$ cat src/rtl/sfd_pkg.sv
// sfd_pkg: payload types and character codes for the sample format descriptor parser
// no dependencies; used by rtl/sample_format_descriptor_parser.sv
package sfd_pkg;

  typedef struct packed {
    logic [7:0] char_code;
    logic       last_char;
  } in_t;

  typedef struct packed {
    logic        valid_res;
    logic        endian_be;
    logic        is_signed_value;
    logic [6:0]  real_bits;
    logic [6:0]  storage_bits;
    logic [30:0] repeat_count;
    logic [5:0]  shift_amount;
  } out_t;

  localparam int unsigned NUM_W    = 31;
  localparam int unsigned BITS_W   = 7;
  localparam logic [NUM_W-1:0]  NUM_MAX  = 31'h7FFF_FFFF;
  localparam logic [BITS_W-1:0] BITS_MAX = 7'd64;
  localparam logic [BITS_W-1:0] BITS_SAT = 7'd127;

  localparam logic [7:0] CH_B     = 8'h62;
  localparam logic [7:0] CH_L     = 8'h6C;
  localparam logic [7:0] CH_E     = 8'h65;
  localparam logic [7:0] CH_COLON = 8'h3A;
  localparam logic [7:0] CH_S     = 8'h73;
  localparam logic [7:0] CH_U     = 8'h75;
  localparam logic [7:0] CH_SLASH = 8'h2F;
  localparam logic [7:0] CH_X     = 8'h58;
  localparam logic [7:0] CH_GT    = 8'h3E;
  localparam logic [7:0] CH_ZERO  = 8'h30;
  localparam logic [7:0] CH_NINE  = 8'h39;

endpackage

$ cat src/rtl/sample_format_descriptor_parser.sv
// sample_format_descriptor_parser: character-serial parser for
// [be|le]:[s|u]<real>/<storage>[X<repeat>][>><shift>] descriptors
// depends on rtl/sfd_pkg.sv
//
// usage
// - in_valid/in_ready/in_data carry one descriptor character per transaction;
//   in_data.last_char marks the final character of a descriptor
// - out_valid/out_ready/out_data carry one parse result per descriptor,
//   produced by the transaction that carries the last character
// - throughput: one character per cycle while in_ready is high; the parse
//   state, the decimal accumulate (acc * 10 + digit) and the final range
//   checks all sit between the parse state registers and the result register
// - latency: the result is visible in out_data the cycle after the last
//   character is accepted
// - when the receiver stalls, the result is held in the output register;
//   characters, the last one included, are taken only while the output
//   register is empty or being drained (in_ready = !out_valid | out_ready)
// - reset (rst_n low, synchronous) returns the parser to the first prefix
//   character and empties the output register
// - after each last character the parser returns to its reset state
module sample_format_descriptor_parser (
  input  logic         clk,
  input  logic         rst_n,
  input  logic         in_valid,
  output logic         in_ready,
  input  sfd_pkg::in_t in_data,
  output logic          out_valid,
  input  logic          out_ready,
  output sfd_pkg::out_t out_data
);

  // parse phases
  localparam logic [3:0] PH_FIRST  = 4'd0;
  localparam logic [3:0] PH_E      = 4'd1;
  localparam logic [3:0] PH_COLON  = 4'd2;
  localparam logic [3:0] PH_SIGN   = 4'd3;
  localparam logic [3:0] PH_REAL   = 4'd4;
  localparam logic [3:0] PH_STORE  = 4'd5;
  localparam logic [3:0] PH_REPEAT = 4'd6;
  localparam logic [3:0] PH_GT     = 4'd7;
  localparam logic [3:0] PH_SHIFT  = 4'd8;
  localparam logic [3:0] PH_DONE   = 4'd9;

  localparam int unsigned NW = sfd_pkg::NUM_W;
  localparam int unsigned BW = sfd_pkg::BITS_W;

  // parse state
  logic [3:0]    phase_r, phase_nxt;
  logic [NW-1:0] acc_r, acc_nxt;
  logic          seen_r, seen_nxt;
  logic          ovf_r, ovf_nxt;
  logic          endian_r, endian_nxt;
  logic          sign_r, sign_nxt;
  // bit counts saturate at 127: any value above 64 fails the same checks
  logic [BW-1:0] real_r, real_nxt;
  logic [BW-1:0] store_r, store_nxt;
  logic [BW-1:0] shift_r, shift_nxt;
  logic [NW-1:0] rep_r, rep_nxt;
  logic          fail_r, fail_nxt;

  logic          out_valid_r;
  sfd_pkg::out_t out_data_r;
  sfd_pkg::out_t res;

  logic          accept;
  logic [7:0]    ch;
  logic          is_digit;
  logic [NW+3:0] mac;
  logic [BW:0]   sum;
  logic [NW-1:0] rep_fix;
  logic          ok;

  function automatic logic [BW-1:0] sat_bits(input logic [NW-1:0] v);
    sat_bits = (v > NW'(sfd_pkg::BITS_SAT)) ? sfd_pkg::BITS_SAT : v[BW-1:0];
  endfunction

  assign in_ready = !out_valid_r || out_ready;
  assign accept   = in_valid && in_ready;
  assign ch       = in_data.char_code;
  assign is_digit = (ch >= sfd_pkg::CH_ZERO) && (ch <= sfd_pkg::CH_NINE);
  // acc * 10 + digit, as shift-and-add; ascii digits carry their value in the low nibble
  assign mac      = ({4'd0, acc_r} << 3) + ({4'd0, acc_r} << 1) + (NW+4)'(ch[3:0]);

  always_comb begin
    phase_nxt  = phase_r;
    acc_nxt    = acc_r;
    seen_nxt   = seen_r;
    ovf_nxt    = ovf_r;
    endian_nxt = endian_r;
    sign_nxt   = sign_r;
    real_nxt   = real_r;
    store_nxt  = store_r;
    shift_nxt  = shift_r;
    rep_nxt    = rep_r;
    fail_nxt   = fail_r;
    res        = '0;
    sum        = '0;
    rep_fix    = '0;
    ok         = 1'b0;

    // character step
    if (accept && !fail_r) begin
      if (is_digit && (phase_r == PH_REAL || phase_r == PH_STORE ||
                       phase_r == PH_REPEAT || phase_r == PH_SHIFT)) begin
        if (mac > (NW+4)'(sfd_pkg::NUM_MAX)) begin
          acc_nxt = sfd_pkg::NUM_MAX;
          ovf_nxt = 1'b1;
        end else begin
          acc_nxt = mac[NW-1:0];
        end
        seen_nxt = 1'b1;
      end else begin
        case (phase_r)
          PH_FIRST: begin
            if (ch == sfd_pkg::CH_B) begin
              endian_nxt = 1'b1;
              phase_nxt  = PH_E;
            end else if (ch == sfd_pkg::CH_L) begin
              endian_nxt = 1'b0;
              phase_nxt  = PH_E;
            end else begin
              fail_nxt = 1'b1;
            end
          end
          PH_E: begin
            if (ch == sfd_pkg::CH_E) phase_nxt = PH_COLON;
            else fail_nxt = 1'b1;
          end
          PH_COLON: begin
            if (ch == sfd_pkg::CH_COLON) phase_nxt = PH_SIGN;
            else fail_nxt = 1'b1;
          end
          PH_SIGN: begin
            if (ch == sfd_pkg::CH_S) begin
              sign_nxt  = 1'b1;
              phase_nxt = PH_REAL;
            end else if (ch == sfd_pkg::CH_U) begin
              sign_nxt  = 1'b0;
              phase_nxt = PH_REAL;
            end else begin
              fail_nxt = 1'b1;
            end
          end
          PH_REAL: begin
            if (ch == sfd_pkg::CH_SLASH && seen_r) begin
              real_nxt  = sat_bits(acc_r);
              fail_nxt  = ovf_r;
              acc_nxt   = '0;
              seen_nxt  = 1'b0;
              ovf_nxt   = 1'b0;
              phase_nxt = PH_STORE;
            end else begin
              fail_nxt = 1'b1;
            end
          end
          PH_STORE: begin
            store_nxt = sat_bits(acc_r);
            fail_nxt  = !seen_r || ovf_r;
            acc_nxt   = '0;
            seen_nxt  = 1'b0;
            ovf_nxt   = 1'b0;
            if (ch == sfd_pkg::CH_X) phase_nxt = PH_REPEAT;
            else if (ch == sfd_pkg::CH_GT) phase_nxt = PH_GT;
            else phase_nxt = PH_DONE;
          end
          PH_REPEAT: begin
            rep_nxt   = acc_r;
            fail_nxt  = !seen_r || ovf_r;
            acc_nxt   = '0;
            seen_nxt  = 1'b0;
            ovf_nxt   = 1'b0;
            phase_nxt = (ch == sfd_pkg::CH_GT) ? PH_GT : PH_DONE;
          end
          PH_GT: begin
            phase_nxt = (ch == sfd_pkg::CH_GT) ? PH_SHIFT : PH_DONE;
          end
          PH_SHIFT: begin
            shift_nxt = sat_bits(acc_r);
            fail_nxt  = !seen_r || ovf_r;
            acc_nxt   = '0;
            seen_nxt  = 1'b0;
            ovf_nxt   = 1'b0;
            phase_nxt = PH_DONE;
          end
          default: begin
          end
        endcase
      end
    end

    // end of descriptor: close any open number, check ranges, rearm
    if (accept && in_data.last_char) begin
      if (!fail_nxt) begin
        case (phase_nxt)
          PH_STORE: begin
            store_nxt = sat_bits(acc_nxt);
            fail_nxt  = !seen_nxt || ovf_nxt;
          end
          PH_REPEAT: begin
            rep_nxt  = acc_nxt;
            fail_nxt = !seen_nxt || ovf_nxt;
          end
          PH_SHIFT: begin
            shift_nxt = sat_bits(acc_nxt);
            fail_nxt  = !seen_nxt || ovf_nxt;
          end
          PH_GT, PH_DONE: begin
          end
          default: fail_nxt = 1'b1;
        endcase
      end

      // zero repeat count means one
      rep_fix = (rep_nxt == '0) ? NW'(1) : rep_nxt;
      sum     = {1'b0, real_nxt} + {1'b0, shift_nxt};
      ok      = !fail_nxt &&
                store_nxt >= BW'(1) && store_nxt <= sfd_pkg::BITS_MAX &&
                real_nxt  >= BW'(1) && real_nxt  <= sfd_pkg::BITS_MAX &&
                sum <= {1'b0, store_nxt};

      if (ok) begin
        res.valid_res       = 1'b1;
        res.endian_be       = endian_nxt;
        res.is_signed_value = sign_nxt;
        res.real_bits       = real_nxt;
        res.storage_bits    = store_nxt;
        res.repeat_count    = rep_fix;
        res.shift_amount    = shift_nxt[5:0];
      end

      phase_nxt  = PH_FIRST;
      acc_nxt    = '0;
      seen_nxt   = 1'b0;
      ovf_nxt    = 1'b0;
      endian_nxt = 1'b0;
      sign_nxt   = 1'b0;
      real_nxt   = '0;
      store_nxt  = '0;
      shift_nxt  = '0;
      rep_nxt    = NW'(1);
      fail_nxt   = 1'b0;
    end
  end

  // parse state registers
  always_ff @(posedge clk) begin
    if (!rst_n) begin
      phase_r  <= PH_FIRST;
      acc_r    <= '0;
      seen_r   <= 1'b0;
      ovf_r    <= 1'b0;
      endian_r <= 1'b0;
      sign_r   <= 1'b0;
      real_r   <= '0;
      store_r  <= '0;
      shift_r  <= '0;
      rep_r    <= NW'(1);
      fail_r   <= 1'b0;
    end else begin
      phase_r  <= phase_nxt;
      acc_r    <= acc_nxt;
      seen_r   <= seen_nxt;
      ovf_r    <= ovf_nxt;
      endian_r <= endian_nxt;
      sign_r   <= sign_nxt;
      real_r   <= real_nxt;
      store_r  <= store_nxt;
      shift_r  <= shift_nxt;
      rep_r    <= rep_nxt;
      fail_r   <= fail_nxt;
    end
  end

  // result register: loaded by the last character, held while stalled
  always_ff @(posedge clk) begin
    if (!rst_n) begin
      out_valid_r <= 1'b0;
    end else if (accept && in_data.last_char) begin
      out_valid_r <= 1'b1;
    end else if (out_ready) begin
      out_valid_r <= 1'b0;
    end
  end

  always_ff @(posedge clk) begin
    if (accept && in_data.last_char) begin
      out_data_r <= res;
    end
  end

  assign out_valid = out_valid_r;
  assign out_data  = out_data_r;

endmodule

$ cat config.mk
export PLATFORM = sky130hd
export DESIGN_NAME = sample_format_descriptor_parser
export DESIGN_NICKNAME = d
export VERILOG_FILES = /design/src/rtl/sfd_pkg.sv /design/src/rtl/sample_format_descriptor_parser.sv
export SDC_FILE = /design/constraint.sdc
export NUM_CORES = 1
export LEC_CHECK = 0
export ABC_AREA = 1
export BUFFER_PORTS_ARGS = -buffer_cell sky130_fd_sc_hd__clkbuf_2
export CORE_MARGIN = 2
export CORE_UTILIZATION = 62
export DETAILED_ROUTE_END_ITERATION = 6
export GPL_ROUTABILITY_DRIVEN = 0
export PLACE_DENSITY = 0.81
export SLEW_MARGIN = 20
export SYNTH_ARGS = -nofsm -noshare
export SYNTH_HDL_FRONTEND = slang
export SYNTH_SLANG_ARGS = --single-unit
$ cat constraint.sdc
create_clock -name clk -period 8.7 [get_ports clk]
set_clock_uncertainty 0.15 [all_clocks]
set_input_delay 0.435 -clock clk [delete_from_list [all_inputs] [get_ports clk]]
set_output_delay 0.435 -clock clk [all_outputs]
set_load 0.005 [all_outputs]
Word level (Yosys, flattened, before mapping)
Cells that the tools add are included.
{"block": "op_classes", "order_cmp": 10, "bitwise": 2, "reduce_logical": 30, "mux": 78, "n_addsub": 3, "n_eq_ne": 22}
{"operator": "$mux W31", "count": 11}
{"operator": "$mux W7", "count": 18}
{"operator": "$gt A31 B7 Y1 const B", "count": 2}
{"operator": "$pmux W31 S2", "count": 1}
{"operator": "$mux W54", "count": 1}
{"operator": "$eq A8 B7 Y1 const B", "count": 6}
{"operator": "$mux W4", "count": 11}
{"operator": "$pmux W4 S9", "count": 1}
{"operator": "$add A34 B32 Y35", "count": 1}
{"operator": "$add A35 B4 Y35", "count": 1}
{"operator": "$gt A35 B31 Y1 const B", "count": 1}
{"operator": "$logic_not A31 Y1", "count": 1}
{"operator": "$mux W1", "count": 31}
{"operator": "$eq A4 B3 Y1 const B", "count": 7}
{"operator": "$eq A8 B6 Y1 const B", "count": 3}
{"operator": "$ge A7 B1 Y1 const B", "count": 2}
{"operator": "$le A7 B7 Y1 const B", "count": 2}
{"operator": "$eq A4 B4 Y1 const B", "count": 3}
{"operator": "$logic_and A1 B1 Y1", "count": 11}
{"operator": "$add A7 B7 Y8", "count": 1}
{"operator": "$eq A4 B2 Y1 const B", "count": 2}
{"operator": "$ge A8 B6 Y1 const B", "count": 1}
{"operator": "$le A8 B6 Y1 const B", "count": 1}
{"operator": "$le A8 B7 Y1", "count": 1}
{"operator": "10 further kinds", "count": 25}
{"block": "totals", "regBits": 147, "inputBits": 13}

Logic depth before layout (Yosys ltp)
Gate-level depths: netlist of the first run.
{"block": "logic_depth", "ltp_word": 20, "mapped_depth": 46}

Least setup slack after synthesis of the first run
Ideal clock, no wire load.
{"block": "synth_path", "kind": "input port to flip-flop", "start": "input in_data[4] in the netlist's numbering", "end": "register out_data_r, in the netlist out_data[13] (data pin)", "cell_stages": 41, "slack_ns": 2.529, "t_arrival_ns": 5.885, "required_time_ns": 8.414, "cell_sequence": "inv_1 fa_1 fa_1 inv_1 nand4_1 nand2_1 nand2_1 nand2_1 nand2_1 nand3_1 nand2_1 nor2_1 nand2_1 nand2_2 buf_6 nand2_1 nor3_4 nand2_1 [5 not listed] nand3_1 and2_1 inv_1 a21oi_1 o21ai_0 xnor2_1 inv_1 ha_1 a21oi_1 o21ai_0 a21oi_1 o221ai_1 nor2_1 o2111ai_1 a21oi_1 nand3_2 buf_6 nor2_2"}
{"block": "synth_between", "elab_chain_cells": 19}
{"item": "start: declaration", "line_no": "sample_format_descriptor_parser.sv:26", "source": "input sfd_pkg::in_t in_data,"}
{"item": "branches (longest 19 deep; another with $add A35 B4 Y35)"}
{"item": "end signal: assignment", "line_no": "sample_format_descriptor_parser.sv:287", "source": "out_data_r <= res;"}
{"item": "end: declaration", "line_no": "sample_format_descriptor_parser.sv:62", "source": "sfd_pkg::out_t out_data_r;"}
Several ways; the timed one is not identified. The select of a mux whose other input is x is not followed.
A chain may end at the register's enable or synchronous reset.

Worst setup path after layout of the first run
{"block": "layout_path", "start": "register acc_r[0]", "end": "register out_data_r, in the netlist out_data[37] (data pin)"}
{"block": "layout_between", "elab_chain_cells": 17}
{"item": "start: declaration", "line_no": "sample_format_descriptor_parser.sv:49", "source": "logic [NW-1:0] acc_r, acc_nxt;"}
{"item": "start signal: assignment", "line_no": "sample_format_descriptor_parser.sv:261", "source": "acc_r <= acc_nxt;"}
{"item": "branches (longest 17 deep; another with $add A34 B32 Y35)"}
Several ways; the timed one is not identified. The select of a mux whose other input is x is not followed.

==> results of run 1 <==
-- worst max-delay path by stage --
stage,start,endpoint,slack (ns),cells after the start
floorplan,in_data[4],out_data[13],2.53,41
global placement,in_data[4],out_data[51],1.53,42
detailed placement,in_data[4],out_data[38],1.15,42
CTS,acc_r[0],out_data[37],1.34,41
global route,acc_r[0],out_data[37],0.56,44
finish,acc_r[0],out_data[37],1.22,41
-- cells by family after synthesis --
kind of cell               Yosys count  synth area share, %
and+or+nand+nor                    859                36.21
buffers and inverters              240                9.578
DFF                                147                34.23
AOI/OAI and AO/OA                  145                7.746
adders and majority gates           78                9.812
muxes                               15                1.475
xor gates and xnor gates            11               0.9468
-- cells in the mapped netlist, types with 17 or more instances --
library cell	number
ha_1	75
nand3_1	61
nand4_1	25
a21oi_1	44
edfxtp_1	54
nor2_1	229
nor2_2	35
inv_1	200
nor3_1	17
o21ai_0	73
dfxtp_1	93
clkbuf_1	17
nand2_1	438
-- final cells by class --
type / count / share of cell area (%)
clock buffer: 19 / 3.872
clock inverter: 13 / 1.108
inverter: 204 / 6.848
multi-input combinational: 1108 / 51.23
sequential: 147 / 31.15
tap: 216 / 2.417
timing repair buffer: 73 / 3.379
-- stage by stage --
step           utilization, %  hold slack, ns  power (mW)  area (µm²)  worst slack (ns)
3_5_place_dp            66.65          0.3258      0.7977       10630             1.151
3_3_place_gp            66.65          0.3216      0.7971       10630             1.534
2_1_floorplan               -          0.2979      0.7745       10180             2.529
5_1_grt                 70.14         0.09740       1.523       11180            0.5555
4_1_cts                 70.14         0.07523       1.487       11180             1.339
6_report                70.14         0.07853       1.486       11180             1.217
-- routing by layer --
| metal | GRT usage (%) | up-vias | wire (µm) |
|---|---|---|---|
| li1 | - | 4864 | - |
| met1 | 45.49 | 4395 | 12220 |
| met2 | 44.99 | 440 | 11110 |
| met3 | 6.882 | 24 | 2766 |
| met4 | 5.676 | 0 | 239 |
| met5 | 0 | - | 0 |
-- state kept, by name, summed over array words and instances (netlist names) --
name and cells:
out_data 54, out_valid 1, seen_r 1, store_r 7
phase_r 4, endian_r 1, real_r 7, fail_r 1
sign_r 1, rep_r 31, shift_r 7, ovf_r 1
acc_r 31
-- cells in the final DEF, fill, tap and decap left out, drive strengths merged, types with 2 or more instances in the layout --
master | Yosys | routed
fa | 3 | 3
nand3b | 12 | 12
nand2 | 448 | 448
o21ai | 76 | 76
clkbuf | 17 | 87
clkinvlp | 0 | 6
o21bai | 6 | 6
a21oi | 45 | 45
nand3 | 64 | 64
dfxtp | 93 | 93
nor2 | 268 | 268
xnor2 | 3 | 3
ha | 75 | 75
nand4 | 26 | 26
and2 | 4 | 4
o211ai | 5 | 5
mux2i | 15 | 15
or2 | 13 | 13
xor2 | 8 | 8
a21o | 2 | 2
o22ai | 4 | 4
nor4 | 3 | 3
inv | 204 | 209
a21boi | 2 | 2
and3 | 2 | 2
edfxtp | 54 | 54
nor3 | 18 | 18
buf | 19 | 5
-- critical path: cells and delay by family (launching register included) --
kind	cells	cell delay, ns
AO/OA/AOI/OAI	9	1.43
adder cells (fa/ha/maj)	4	1.61
AND/OR/NAND/NOR	20	2.73
XOR/XNOR	1	0.17
flip-flops	1	0.31
buffers and inverters	7	0.87
-- power by group through the flow --
stage	combinational [mW]	clock, mW	sequential (mW)
2_1_floorplan	0.0302	0	0.744
3_3_place_gp	0.0552	0	0.742
3_5_place_dp	0.0556	0	0.742
4_1_cts	0.0558	0.704	0.727
5_1_grt	0.0622	0.733	0.728
6_report	0.0559	0.703	0.727
==> flow_summary.ini, run 1 <==
[route]
num_vias = 9723
vias_per_cell = 5.462
wire_per_inst_um = 14.80
drc = 0
ant_nets = 0
drt_wl_total_um = 26340
dr.pass1.iters = 6
drt-initial-drc-count = 1070

[critical_path]
crit_required_ns = 8.82
worstRegToRegCells = 41
crit_top_cell = nand2_1
critPathSlowestCell = fa_1
crit_fanout = 27
r2r_slack_ns = 1.22
critPathKind = reg -> reg
worstPathArrival_ns = 7.61
r2r_end = out_data[37]
critPathMaxStageDelay_ns = 0.51
reg2reg_from = acc_r[0]
end_kind = flip-flop
start_kind = flip-flop

[placed_design]
dp.cells = 1748
dp.final_hpwl_um = 20130
port_buffers = 68

[synthesis]
synth.net_count = 1586
ys_warn_count = 0
yosysSeqAreaShare_pct = 34.23
synthDistinctLibCells = 44
synth_top_cells_by_area = dfxtp_1 18%, nand2_1 16%, edfxtp_1 16%
synth_top_area_cell = dfxtp_1
synthArstFlopShare_pct = 0
syn_area_per_cell_um2 = 6.807
netlist_instances = 1495
synth_flop_cell = dfxtp_1
synth_seq_cells = 147
synth-edff-count = 54
syn_area_um2 = 10180
yosysTopAreaCellShare_pct = 18.30

[finish]
fillCellCount = 1347
multiInputGateArea_um2 = 5728
nNetsFinal = 1642
n_antenna_cell = 0
area_delta_synth_final_pct = 9.886
seqCellArea_um2 = 3483
post_layout_nonfiller_instances = 1780
drive_gt1_share_pct = 11.32

[power]
p_seq_share_pct = 48.9
leakagePower_nw = 5.790
p_comb_share_pct = 3.8
p_per_area_nw_per_um2 = 132.9
vdd.ir_drop.worst_mv = 0.1119
power_switching_uw = 349.3
p_int_mw = 1.137
pwr-share-clk_pct = 47.3
swShare_pct = 23.51

[floorplanning]
fp.dieW_um = 132.1
ios = 69
die_y_um = 132.1
die_area_um2 = 17450
core_um2 = 15940
rows = 46
start_util_pct = 63.83

[min_path]
hold_path_class = in -> reg
min_path_cells = 3
hold_path_end = out_valid
hp-start = rst_n

[timing]
relSlewSlack_pct = 35.77
fin_crit_sh_pct = 86.02
fin_setup_tns_ns = 0
hold_viol = 0
min_period_ns = 7.483
setup_viol = 0
fmax_mhz = 133.6
slew_viol_final = 0
tightest_slew_ns = 0.9624
rsz0062_at_grt = false

[clock_tree]
cts_root_buf = clkbuf_16
clkTransAtPathRegs_ns = 0.06
cts-buffers-inserted = 17
h-tree-depth = 4
hold_buffers = 0
cts.path.max_buffers = 2
clk_latency_ns = 0.44
cts_resized = 0
cts_tree = yes
cts_sinks = 147
postCtsSetupBuffers = 0

[outcome]
status = finished clean

[grt]
antenna_found_initial = 0
grt-ovfl-total = 0
grt_max_degree = 92
track_usage_pct = 30.33
grt_pass1_wl_um = 43030
grt_pass1_vias = 8656

[flow_run]
max_cap_viol_count = 0
Note: power is estimated with default switching activity, not from simulation.
==> inputs of run 2 (changes only) <==
--- a/config.mk
+++ b/config.mk
@@ -5,7 +5,6 @@
 export SDC_FILE = /design/constraint.sdc
 export NUM_CORES = 1
 export LEC_CHECK = 0
-export ABC_AREA = 1
 export BUFFER_PORTS_ARGS = -buffer_cell sky130_fd_sc_hd__clkbuf_2
 export CORE_MARGIN = 2
 export CORE_UTILIZATION = 62
==> run 2 against run 1 <==
Area after synthesis up 2.8%. Largest cell class unchanged. Core utilization increased by 0.17 points. Sequential share of layout area shrank 1.2 points. Non-clock buffer count increased by 20. Critical endpoint is now out_data[7].
==> flow_summary.ini, run 2 <==
[clock_tree]
clk_latency_ns = 0.43
clkTransAtPathRegs_ns = 0.07
cts_sinks = 147
h-tree-depth = 4
cts-buffers-inserted = 17
cts.path.max_buffers = 2
cts_tree = yes
cts_root_buf = clkbuf_16

[synthesis]
synthDistinctLibCells = 83
synth.net_count = 1336
yosysTopAreaCellShare_pct = 17.80
synth-edff-count = 54
yosys.cell_count.top_type = nor2_1
syn_area_um2 = 10460
syn_area_per_cell_um2 = 8.401
ys_top_cells_by_count = 202 x nor2_1, 96 x a21oi_1, 93 x dfxtp_1
synthArstFlopShare_pct = 0
synth_top_cells_by_area = dfxtp_1 18%, edfxtp_1 16%, ha_1 9.0%
synth_top_area_cell = dfxtp_1
netlist_instances = 1245
synth_seq_cells = 147
ys_warn_count = 0
yosysSeqAreaShare_pct = 33.31
synth_flop_cell = dfxtp_1

[placed_design]
dp.final_hpwl_um = 22460
dpl-instance-area_um2 = 10960
dp.cells = 1485
port_buffers = 68

[power]
swShare_pct = 23.42
leakagePower_nw = 4.979
p_comb_share_pct = 3.7
p_seq_share_pct = 46.4
p_per_area_nw_per_um2 = 134.8
pwr-share-clk_pct = 49.9
p_int_mw = 1.199
vdd.ir_drop.worst_mv = 0.1494
power_switching_uw = 366.8

[grt]
grt_pass1_wl_um = 48780
grt_pass1_vias = 9198
grt-ovfl-total = 0
track_usage_pct = 34.51
antenna_found_initial = 0
grt_max_degree = 77

[route]
drt-initial-drc-count = 1374
wire_per_inst_um = 20.56
drc = 0
drt_wl_total_um = 31260
ant_nets = 0
vias_per_cell = 6.762
num_vias = 10280
dr.pass1.iters = 6

[finish]
largest_reg_flops = 54
post_layout_nonfiller_instances = 1520
layout_commonest_cell = nor2_1
nNetsFinal = 1378
fillCellCount = 1320
final_area_um2 = 11620
multiInputGateArea_um2 = 6545
n_antenna_cell = 0
seqCellArea_um2 = 3485
layout_common_cells = 202 x nor2_1, 95 x a21oi_1, 92 x dfxtp_1
drive_gt1_share_pct = 13.77
area_delta_synth_final_pct = 11.09

[critical_path]
worstPathArrival_ns = 8.46
cp.buffers_inverters = 1
reg2reg_from = acc_r[8]
r2r_slack_ns = 0.34
critPathTopFamily = simple AND/OR/NAND/NOR gates
crit_required_ns = 8.80
endpoint = out_data[7]
end_kind = flip-flop
crit_start = acc_r[8]
critPathMaxStageDelay_ns = 0.55
start_kind = flip-flop
worstSetupPathDepth = 30
critPathKind = reg -> reg
crit_fanout = 29
r2r_end = out_data[7]
worstRegToRegCells = 30
critPathSlowestCell = or4b_4

[timing]
hold_viol = 0
whs_ns = 0.1293
tightest_slew_ns = 1.087
fin_setup_tns_ns = 0
setup_viol = 0
slew_viol_final = 0
relSlewSlack_pct = 26.96
min_period_ns = 8.356
fin_crit_sh_pct = 96.04
fmax_mhz = 119.7

[floorplanning]
rows = 47
start_util_pct = 63.29
die_y_um = 133.9
ios = 69
fp.dieW_um = 133.9
core_um2 = 16520
die_area_um2 = 17920

[flow_run]
max_cap_viol_count = 0

[outcome]
status = finished clean

[min_path]
hold_path_class = in -> reg
[run 2: cell count changes after synthesis, moves of 18 or more]
cell      change
nand2_1     -354
inv_1       -160
a21oi_1      +52
nand3_1      -40
clkbuf_1     +35
nor2_2       -35
and2_1       +32
mux2i_1      +27
nor2_1       -27
o21ai_0      -20
nor3_1       +18
[run 2: power groups by stage]
stage / Clock (mW) / Combinational, mW / Sequential [mW]
finish: 0.782 / 0.0579 / 0.726
global route: 0.811 / 0.0628 / 0.727
CTS: 0.777 / 0.0568 / 0.726
detailed placement: 0 / 0.0561 / 0.741
global placement: 0 / 0.0551 / 0.741
floorplan: 0 / 0.0311 / 0.741
[run 2: cells by family after synthesis]
| logic type | synth area share, % |
|---|---|
| XOR/XNOR | 2.177 |
| adder cells (fa/ha/maj) | 9.547 |
| buffers and inverters | 4.378 |
| AND/OR/NAND/NOR | 24.34 |
| flip-flops | 33.31 |
| AO/OA/AOI/OAI | 21.58 |
| multiplexers | 4.666 |
[run 2: area by class of cell]
class                      count  share of cell area [%]
multi-input combinational    987                   56.33
sequential                   147                   29.99
timing repair buffer          93                   4.652
clock buffer                  17                   3.661
tap                          220                   2.369
clock inverter                15                   1.658
inverter                      41                   1.335
[run 2: worst min-delay path by stage]
stage | startpoint | end | slack (ns) | depth (start not counted)
3_5_place_dp | rep_r[10] | rep_r[10] | 0.30 | 2
6_report | rst_n | out_valid | 0.13 | 2
2_1_floorplan | rep_r[24] | rep_r[24] | 0.28 | 2
5_1_grt | rst_n | out_valid | 0.14 | 2
3_3_place_gp | rep_r[4] | rep_r[4] | 0.29 | 2
4_1_cts | rst_n | out_valid | 0.13 | 2
[run 2: through the flow]
stage | setup slack [ns] | utilization (%) | power, mW
final | 0.3444 | 70.31 | 1.566
after global routing | -0.001251 | 70.31 | 1.601
after CTS | 0.1640 | 70.05 | 1.560
after detailed placement | 0.1655 | 66.31 | 0.7973
after global placement | 0.3462 | 66.31 | 0.7961
after floorplan | 1.111 | - | 0.7722
[run 2: routing by layer]
metal	share of wire (%)	global-route usage, %
met5	0	0
met3	12	8.466
met1	42	48.79
met2	43	51.85
met4	3.3	11.52
[run 2: repair_timing]
| action | CTS | global route |
|---|---|---|
| buffers inserted | 0 | 3 |
| endpoints found under the hold margin | 0 | 0 |
| hold buffers | 0 | 0 |
| endpoints found under the setup margin | 0 | 53 |
| resized for setup | 0 | 6 |
==> inputs of run 3 (changes only) <==
==> constraint.sdc (replaced) <==
create_clock -name clk -period 8.7 [get_ports clk]
set_clock_uncertainty 0.15 [all_clocks]
set_input_delay 0.87 -clock clk [delete_from_list [all_inputs] [get_ports clk]]
set_output_delay 0.87 -clock clk [all_outputs]
set_load 0.005 [all_outputs]
==> run 3 against run 2 <==
The flow now finishes with violations (design-rule violations). Cell area is 0.86% higher. Non-clock buffer count is 13 higher. Critical path depth is 1 higher. Count of clock-buffer cells in the layout is 1 higher. Global-route usage is 1.0 points higher. Largest power group unchanged.
==> flow_summary.ini, run 3 (synthesized netlist as in run 2, its figures left out) <==
[outcome]
status = finished, violations left
violations = design-rule violations

[grt]
grt_max_degree = 77
track_usage_pct = 35.54
grt_pass1_wl_um = 50790
grt_pass1_vias = 9633
antenna_found_initial = 0
grt-ovfl-total = 0

[placed_design]
dp.cells = 1498
port_buffers = 68
dp.final_hpwl_um = 23140
dpl-instance-area_um2 = 11060

[power]
p_per_area_nw_per_um2 = 129.1
leakagePower_nw = 5.020
finalPower_mw = 1.513
p_seq_share_pct = 48.0
p_int_mw = 1.148
vdd.ir_drop.worst_mv = 0.1533
swShare_pct = 24.14
p_comb_share_pct = 3.8
power_switching_uw = 365.4
pwr-share-clk_pct = 48.2

[critical_path]
worstRegToRegCells = 31
crit_fanout = 11
worstPathArrival_ns = 8.47
endpoint = out_data[6]
reg2reg_from = acc_r[2]
critPathKind = reg -> reg
crit_required_ns = 8.84
critPathSlowestCell = or4b_4
crit_top_cell = o21a_1
r2r_end = out_data[6]
critPathMaxStageDelay_ns = 0.58
start_kind = flip-flop
crit_start = acc_r[2]
r2r_slack_ns = 0.37
end_kind = flip-flop

[min_path]
hold_path_class = reg -> reg
hp-start = rep_r[8]

[timing]
tightest_slew_ns = 1.141
fin_setup_tns_ns = 0
relSlewSlack_pct = 23.33
setup_viol = 0
hold_viol = 0
fmax_mhz = 120.1
rsz0062_at_grt = false
whs_ns = 0.3049
fin_crit_sh_pct = 95.73
slew_viol_final = 0
min_period_ns = 8.329

[finish]
area_delta_synth_final_pct = 12.05
post_layout_nonfiller_instances = 1533
largest_reg_flops = 54
n_antenna_cell = 0
layout_common_cells = 201 x nor2_1, 95 x a21oi_1, 93 x dfxtp_1
layout_commonest_cell = nor2_1
drive_gt1_share_pct = 14.93
nNetsFinal = 1391
final_area_um2 = 11720

[clock_tree]
clkTransAtPathRegs_ns = 0.07
clk_latency_ns = 0.44
cts_tree = yes
cts_sinks = 147
h-tree-depth = 4
cts_root_buf = clkbuf_16
cts-buffers-inserted = 17
cts.path.max_buffers = 2

[route]
vias_per_cell = 6.871
drt_wl_total_um = 31860
drc = 3
drt-initial-drc-count = 1756
dr.pass1.iters = 7
num_vias = 10530
wire_per_inst_um = 20.79
ant_nets = 0

[floorplanning]
core_um2 = 16520
rows = 47
die_y_um = 133.9
start_util_pct = 63.29
die_area_um2 = 17920
ios = 69
fp.dieW_um = 133.9

[flow_run]
max_cap_viol_count = 0
run 3: timing repair:
| item | 4_1_cts | 5_1_grt |
|---|---|---|
| setup buffers | 0 | 3 |
| hold buffers | 0 | 0 |
| resized for setup | 0 | 12 |
| endpoints found under the setup margin | 0 | 53 |
run 3: per-layer routing:
layer	vias to the layer above	wire, µm	global-route usage [%]	share of wire (%)
met1	4889	12720	50.17	40
met5	-	0	0	0
met2	772	13580	52.96	43
met3	144	4190	7.899	13
met4	0	1372	14.18	4.3
li1	4729	-	-	-
run 3: worst min path at each step:
stage / to / slack [ns] / cells after the start
finish: rep_r[8] / 0.30 / 2
global route: rep_r[8] / 0.31 / 2
CTS: rep_r[8] / 0.30 / 2
detailed placement: rep_r[8] / 0.29 / 2
global placement: rep_r[8] / 0.29 / 2
floorplan: rep_r[24] / 0.28 / 2
run 3: cell type report:
type | instances | area (µm²)
clock inverters | 14 | 141.4
multi-input cells | 987 | 6586
repair buffers | 106 | 638.1
clock buffers | 18 | 439.2
well taps | 220 | 275.3
inverters | 41 | 155.1
flip-flops and latches | 147 | 3483
fillers | 1264 | 4806
run 3: power groups by stage:
stage | clock (mW) | combinational (mW) | sequential, mW
finish | 0.730 | 0.0576 | 0.726
CTS | 0.724 | 0.0562 | 0.726
floorplan | 0 | 0.0311 | 0.741
detailed placement | 0 | 0.0559 | 0.741
global placement | 0 | 0.0550 | 0.741
global route | 0.757 | 0.0619 | 0.727
run 3: through the flow:
step	worst slack, ns	util [%]
after floorplan	0.6764	-
after global placement	0.04507	66.90
after detailed placement	-0.1268	66.90
after CTS	0.1606	70.42
after global routing	0.03351	70.92
final	0.3715	70.92
run 3: critical path: cells and delay by family (launching register included):
family                   cells  cell delay, ns
AO/OA/AOI/OAI               13            2.47
XOR/XNOR                     1            0.13
adder cells (fa/ha/maj)      5            1.94
buffers and inverters        3            0.58
flip-flops                   1            0.52
multiplexers                 1            0.15
AND/OR/NAND/NOR              8            2.26
